===== src/rtl/core/tgu_pkg.sv =====
// Shared constants, weight table and control types of the tricubic grid upsampler.
`default_nettype none
package tgu_pkg;

	localparam int COARSE_X = 8;
	localparam int COARSE_Y = 8;
	localparam int COARSE_Z = 8;
	localparam int RATIO    = 2;

	localparam int NCOARSE = COARSE_X * COARSE_Y * COARSE_Z;
	localparam int FINE_X  = COARSE_X * RATIO;
	localparam int FINE_Y  = COARSE_Y * RATIO;
	localparam int FINE_Z  = COARSE_Z * RATIO;

	localparam int ADDR_W = $clog2(NCOARSE);
	localparam int CNT_W  = $clog2(NCOARSE + 1);
	localparam int CX_W   = $clog2(COARSE_X);
	localparam int CY_W   = $clog2(COARSE_Y);
	localparam int CZ_W   = $clog2(COARSE_Z);
	localparam int PH_W   = (RATIO > 1) ? $clog2(RATIO) : 1;
	localparam int W_W    = 18;

	localparam logic [1:0] CMD_LOAD   = 2'd0;
	localparam logic [1:0] CMD_FINISH = 2'd1;
	localparam logic [1:0] CMD_READ   = 2'd2;
	localparam logic [1:0] CMD_NOP    = 2'd3;

	localparam logic [1:0] ST_OK        = 2'd0;
	localparam logic [1:0] ST_NOT_READY = 2'd1;
	localparam logic [1:0] ST_RANGE     = 2'd2;

	localparam logic [1:0] RES_ZERO = 2'd0;
	localparam logic [1:0] RES_COEF = 2'd1;
	localparam logic [1:0] RES_READ = 2'd2;

	typedef logic signed [W_W-1:0] wtab_t [RATIO*4];

	// Lagrange weight for phase ph and tap t in Q.16, rounded half away from zero.
	function automatic wtab_t build_wtab();
		longint r;
		longint f;
		longint n;
		longint d;
		longint unsigned m;
		longint unsigned q;
		longint unsigned num;
		longint unsigned den;
		longint unsigned rem;
		wtab_t tab;
		r = RATIO;
		d = 6 * r * r * r;
		for (int ph = 0; ph < RATIO; ph++) begin
			for (int t = 0; t < 4; t++) begin
				f = ph;
				if (t == 0) n = -f * (r - f) * (2 * r - f);
				else if (t == 1) n = 3 * (r + f) * (r - f) * (2 * r - f);
				else if (t == 2) n = 3 * (r + f) * f * (2 * r - f);
				else n = -(r + f) * f * (r - f);
				m = (n < 0) ? longint'(-n) : longint'(n);
				num = 2 * m * 65536 + longint'(d);
				den = 2 * longint'(d);
				q = 0;
				rem = 0;
				// Shift-and-subtract long division of the rounded numerator.
				for (int b = 63; b >= 0; b--) begin
					rem = (rem << 1) | ((num >> b) & 64'd1);
					if (rem >= den) begin
						rem = rem - den;
						q = q | (64'd1 << b);
					end
				end
				tab[ph*4 + t] = (n < 0) ? -W_W'(q) : W_W'(q);
			end
		end
		return tab;
	endfunction

	localparam wtab_t WTAB = build_wtab();

	typedef struct packed {
		logic       capture;
		logic       load;
		logic       walk_init;
		logic       walk_next;
		logic       rdiv_init;
		logic       rdiv_step;
		logic       pt_start;
		logic       tap_issue;
		logic       pt_finish;
		logic       facc;
		logic       mul1;
		logic       mul2;
		logic       qdiv_step;
		logic       coef_store;
		logic       rmul;
		logic       out_load;
		logic [1:0] res_sel;
		logic [1:0] res_status;
	} tgu_cmd_t;

	typedef struct packed {
		logic [1:0] command;
		logic       full;
		logic       norm;
		logic       out_of_range;
		logic       div_done;
		logic       tap_last;
		logic       pipe_busy;
		logic       walk_last;
		logic       qdiv_last;
	} tgu_stat_t;

endpackage
`default_nettype wire


===== src/rtl/core/tgu_ctrl.sv =====
// Controller state machine that sequences loads, the finish sweep and reads.
`default_nettype none
module tgu_ctrl import tgu_pkg::*; (
	input  wire logic      clk,
	input  wire logic      arst_n,
	input  wire logic      in_valid,
	output logic           in_ready,
	output logic           out_valid,
	input  wire logic      out_ready,
	input  wire tgu_stat_t stat,
	output tgu_cmd_t       cmd
);

	localparam logic [3:0] S_IDLE   = 4'd0;
	localparam logic [3:0] S_DISP   = 4'd1;
	localparam logic [3:0] S_LOAD   = 4'd2;
	localparam logic [3:0] S_RDIV   = 4'd3;
	localparam logic [3:0] S_PT     = 4'd4;
	localparam logic [3:0] S_TAPS   = 4'd5;
	localparam logic [3:0] S_DRAIN  = 4'd6;
	localparam logic [3:0] S_PTDONE = 4'd7;
	localparam logic [3:0] S_FACC   = 4'd8;
	localparam logic [3:0] S_MUL1   = 4'd9;
	localparam logic [3:0] S_MUL2   = 4'd10;
	localparam logic [3:0] S_QDIV   = 4'd11;
	localparam logic [3:0] S_COEF   = 4'd12;
	localparam logic [3:0] S_RMUL   = 4'd13;
	localparam logic [3:0] S_DONE   = 4'd14;

	logic [3:0] state_q;
	logic [3:0] state_d;
	logic [1:0] sel_q;
	logic [1:0] sel_d;
	logic [1:0] rst_q;
	logic [1:0] rst_d;
	logic       out_valid_q;

	assign in_ready  = (state_q == S_IDLE);
	assign out_valid = out_valid_q;

	always_comb begin
		cmd     = '0;
		state_d = state_q;
		sel_d   = sel_q;
		rst_d   = rst_q;
		case (state_q)
			S_IDLE: begin
				if (in_valid) begin
					cmd.capture = 1'b1;
					state_d     = S_DISP;
				end
			end
			S_DISP: begin
				sel_d   = RES_ZERO;
				rst_d   = ST_OK;
				state_d = S_DONE;
				case (stat.command)
					CMD_LOAD: state_d = S_LOAD;
					CMD_FINISH: begin
						if (!stat.full) begin
							rst_d = ST_NOT_READY;
						end else begin
							cmd.walk_init = 1'b1;
							state_d       = S_PT;
						end
					end
					CMD_READ: begin
						if (!stat.norm) begin
							rst_d = ST_NOT_READY;
						end else if (stat.out_of_range) begin
							rst_d = ST_RANGE;
						end else begin
							cmd.rdiv_init = 1'b1;
							state_d       = S_RDIV;
						end
					end
					default: state_d = S_DONE;
				endcase
			end
			S_LOAD: begin
				cmd.load = 1'b1;
				state_d  = S_DONE;
			end
			S_RDIV: begin
				cmd.rdiv_step = 1'b1;
				if (stat.div_done) state_d = S_PT;
			end
			S_PT: begin
				cmd.pt_start = 1'b1;
				state_d      = S_TAPS;
			end
			S_TAPS: begin
				cmd.tap_issue = 1'b1;
				if (stat.tap_last) state_d = S_DRAIN;
			end
			S_DRAIN: begin
				if (!stat.pipe_busy) state_d = S_PTDONE;
			end
			S_PTDONE: begin
				cmd.pt_finish = 1'b1;
				state_d = (stat.command == CMD_FINISH) ? S_FACC : S_RMUL;
			end
			S_FACC: begin
				cmd.facc = 1'b1;
				if (stat.walk_last) begin
					state_d = S_MUL1;
				end else begin
					cmd.walk_next = 1'b1;
					state_d       = S_PT;
				end
			end
			S_MUL1: begin
				cmd.mul1 = 1'b1;
				state_d  = S_MUL2;
			end
			S_MUL2: begin
				cmd.mul2 = 1'b1;
				state_d  = S_QDIV;
			end
			S_QDIV: begin
				cmd.qdiv_step = 1'b1;
				if (stat.qdiv_last) state_d = S_COEF;
			end
			S_COEF: begin
				cmd.coef_store = 1'b1;
				sel_d          = RES_COEF;
				rst_d          = ST_OK;
				state_d        = S_DONE;
			end
			S_RMUL: begin
				cmd.rmul = 1'b1;
				sel_d    = RES_READ;
				rst_d    = ST_OK;
				state_d  = S_DONE;
			end
			S_DONE: begin
				if (!out_valid_q || out_ready) begin
					cmd.out_load = 1'b1;
					state_d      = S_IDLE;
				end
			end
			default: state_d = S_IDLE;
		endcase
		cmd.res_sel    = sel_q;
		cmd.res_status = rst_q;
	end

	always_ff @(posedge clk or negedge arst_n) begin
		if (!arst_n) begin
			state_q     <= S_IDLE;
			sel_q       <= RES_ZERO;
			rst_q       <= ST_OK;
			out_valid_q <= 1'b0;
		end else begin
			state_q <= state_d;
			sel_q   <= sel_d;
			rst_q   <= rst_d;
			if (cmd.out_load) out_valid_q <= 1'b1;
			else if (out_ready) out_valid_q <= 1'b0;
		end
	end

endmodule
`default_nettype wire


===== config.mk =====
export PLATFORM = sky130hd
export DESIGN_NAME = tgu_ctrl
export DESIGN_NICKNAME = d
export VERILOG_FILES = /design/src/rtl/core/tgu_pkg.sv /design/src/rtl/core/tgu_ctrl.sv
export SDC_FILE = /design/constraint.sdc
export NUM_CORES = 1
export LEC_CHECK = 0
export ABC_AREA = 0
export BUFFER_PORTS_ARGS = -buffer_cell sky130_fd_sc_hd__buf_2
export CORE_MARGIN = 2
export CORE_UTILIZATION = 43
export CTS_BUF_LIST = sky130_fd_sc_hd__clkbuf_8 sky130_fd_sc_hd__clkbuf_16
export DETAILED_ROUTE_END_ITERATION = 16
export PLACE_DENSITY = 0.75
export REMOVE_ABC_BUFFERS = 1
export SYNTH_ARGS = -nofsm -noshare
export SYNTH_HDL_FRONTEND = slang
export SYNTH_SLANG_ARGS = --single-unit

===== constraint.sdc =====
create_clock -name clk -period 1.7 [get_ports clk]
set_input_delay 0.17 -clock clk [delete_from_list [all_inputs] [get_ports clk]]
set_output_delay 0.17 -clock clk [all_outputs]
set_load 0.05 [all_outputs]

==> impl_metrics.csv <==
group,metric,value,unit
outcome,status,"finished, violations left",
outcome,violations,"negative setup slack",
timing,whs,254,ps
drt,antenna_left,0,
global_route,grt_pass1_wl,4.33,mm
drt,wl_met1,1.10,mm
clock_tree,ctsLongestPathBuffers,2,
finish,finalNetCount,183,
logic_synthesis,yosysSeqAreaShare,0.250,
timing,fmax,585,MHz
power,power_switching,1.35,mW
critical_path,crit_type,"flip-flop to primary output",
finish,instances_no_fill,190,
timing,min_period_over_period,1.01,
critical_path,max_stage_delay,410,ps
critical_path,crit_slowest_cell,"dfrtp_1",
power,vdd_drop_max,0.863,mV
drt,drt-wirelength-per-cell,13.7,um
power,p_leak,0.632,nW
critical_path,crit_buf_inv,3,
timing,worst_pin_slew,304,ps
critical_path,critPathMostFrequentCell,"buf_4",
place,gp_congestion,0.831,
clock_tree,cts_tree,"done",
drt,via_per_inst,5.47,
logic_synthesis,synth.distinct_cells,36,
timing,finalHoldViolations,0,
power,pwr-share-clk,0.101,
finish,antenna_cells,0,
floorplanning,rows,16,
drt,drc,0,
min_path,worst_hold_path_type,"primary input to flip-flop",
floorplanning,core_area,1960,um2
critical_path,critPathMaxFanout,12,
floorplanning,start_util,0.460,
critical_path,critPathTopFamily,"buffers and inverters",
clock_tree,cts-root-buf,"clkbuf_8",
critical_path,cp.required,1530,ps
critical_path,cp_cell_sequence,"buf_4 > nand2b_1 > buf_4 > nor3_2 > buf_6",
drt,dr_wl_met3,123,um
power,pwr-share-seq,0.162,
place,dp.final_hpwl,1.98,mm
global_route,grtUsageTotal,0.224,
logic_synthesis,ys_warn_count,0,
drt,routed_wirelength,2.61,mm
critical_path,cp.arrival,1540,ps
timing,report.final.slew_viol_count,0,
timing,slew_headroom,0.795,
drt,via_count,1039,
timing,setup_viol_count_final,2,
global_route,overflow,0,
floorplanning,dieArea,2480,um2
power,p_int,1.16,mW
logic_synthesis,ys_ff_latch,9,
floorplanning,ioPinCount,36,
critical_path,end_kind,"primary output",
logic_synthesis,synth_cells,115,
clock_tree,numCtsBuffers,3,
drt,highest_layer,"met4",
clock_tree,clkTransAtPathRegs,50,ps
logic_synthesis,postSynthAreaPerCell,7.84,um2
finish,syn2layout_area_growth,46.7,%
drt,dr.first_iter.drc_count,18,
drt,routed-wl-met2,1.35,mm
floorplanning,dieHeight,49.8,um
run,maxCapViolCount,0,
finish,drive_above_1_share,0.429,
global_route,grt_pass1_vias,1031,
power,p_per_area,1890,nW/um2
clock_tree,cts-htree-levels,1,
floorplanning,die_x,49.8,um
critical_path,worstSetupStartpointType,"flip-flop",
global_route,antenna_found_initial,0,
power,p_comb_frac,0.737,
timing,fin_crit,1710,ps
clock_tree,insertion_delay,240,ps
power,switching_share,0.537,
place,io_buffers,35,
clock_tree,cts_sinks,9,
timing,fin_skew,7.89,ps
global_route,grt_max_degree,13,
logic_synthesis,syn_area,902,um2
place,dp_cells,183,
timing,rsz0062_at_grt,"true",
timing,setup_ws,-9.48,ps
drt,firstDrtPassIters,4,
[synth_stat cells]
cell	count	share of area
a211oi_2	1	0.014
buf_2	1	0.0055
or4b_4	1	0.015
ha_1	5	0.069
or3_1	5	0.035
and3_1	1	0.0069
o31a_1	1	0.0097
mux2i_1	1	0.011
dfrtp_1	9	0.25
nand3_1	1	0.0055
a21oi_1	6	0.033
nor4_4	1	0.024
a31o_1	1	0.0097
nand2b_1	9	0.062
o22ai_1	2	0.014
nor2_1	15	0.062
o211ai_1	2	0.017
nand2_1	6	0.025
nand4b_1	1	0.0097
clkbuf_1	3	0.012
inv_1	4	0.017
nor2b_1	7	0.049
and2_1	1	0.0069
buf_4	1	0.0083
or2_2	1	0.0069
a21oi_2	1	0.0097
o21ai_2	1	0.0097
o32ai_2	1	0.018
mux2_1	1	0.012
nor3_1	13	0.072
o21ai_0	3	0.017
buf_6	2	0.025
a211oi_1	3	0.025
or3b_1	2	0.019
o2111ai_1	1	0.0097
buf_1	1	0.0042
[layout make-up]
| class | count | area (um2) |
|---|---|---|
| inverters | 4 | 15.0 |
| repair buffers | 52 | 352 |
| flip-flops and latches | 9 | 228 |
| fillers | 179 | 638 |
| multi-input cells | 94 | 651 |
| well taps | 27 | 33.8 |
| clock buffers | 3 | 41.3 |
| clock inverters | 1 | 3.75 |
[tightest hold or removal path, delay by kind of cell]
family        cells  cell delay [ps]
simple gates      2              210
buf+inv           1               70
[logic make-up after synthesis]
family / share of synthesized area
buffers and inverters: 0.0721
and+or+nand+nor: 0.399
DFF: 0.250
adders and majority gates: 0.0693
AOI/OAI and AO/OA: 0.186
muxes: 0.0236
[per-stage QoR]
step	cell area, um2	total power [mW]	utilization	setup TNS, ps	setup WS, ps
global placement	1170	2.05	0.594	0	54.8
detailed placement	1170	2.10	0.594	0	12.1
floorplan	852	1.57	-	-3380	-998
global route	1320	2.68	0.675	-244	-68.9
finish	1320	2.51	0.675	-11.6	-9.48
CTS	1270	2.42	0.647	-8.45	-7.76
[power by group through the flow]
stage | registers, mW | logic, mW | clock network [mW]
final | 0.407 | 1.85 | 0.253
after global routing | 0.416 | 1.99 | 0.270
after CTS | 0.403 | 1.77 | 0.251
after detailed placement | 0.420 | 1.68 | 0
after global placement | 0.413 | 1.64 | 0
after floorplan | 0.630 | 0.937 | 0
[timing repair]
item | in CTS | in global routing
setup endpoints to repair | 12 | 13
setup buffers | 2 | 0
hold buffers | 1 | 0
gates resized for setup | 11 | 21
hold endpoints to repair | 9 | 0
pin swaps | 4 | 0
[path summary, 6_finish.rpt]
kind	start	endpoint	slack (ps)	cells after the start
min in group asynchronous	arst_n	out_valid	320	2
min	out_ready	out_valid	250	3
min reg2reg	rst_q[0]	rst_q[0]	530	2
max	state_q[2]	cmd[16]	-9	5
max reg2reg	state_q[1]	state_q[2]	0	5
max in group asynchronous	arst_n	state_q[0]	1150	2
[routing by layer]
metal,global-route usage,up-vias
met1,0.260,488
met5,0,-
met3,0.0576,6
met2,0.382,39
met4,0.106,0
li1,-,506
[cell usage in the layout, fill, tap and decap left out, types with 6 or more instances in the layout]
cell type	instances
buf_2	24
buf_4	21
nor2_1	13
nand2b_1	9
nor3_1	8
nor2b_1	7
dfrtp_1	7
nand2_1	6
a21oi_1	6
[registers in the layout, summed over array words and instances (netlist names)]
signal     count
state_q        4
rst_q          2
sel_q          2
out_valid      1
No activity file was read; power rests on OpenSTA's default activity.
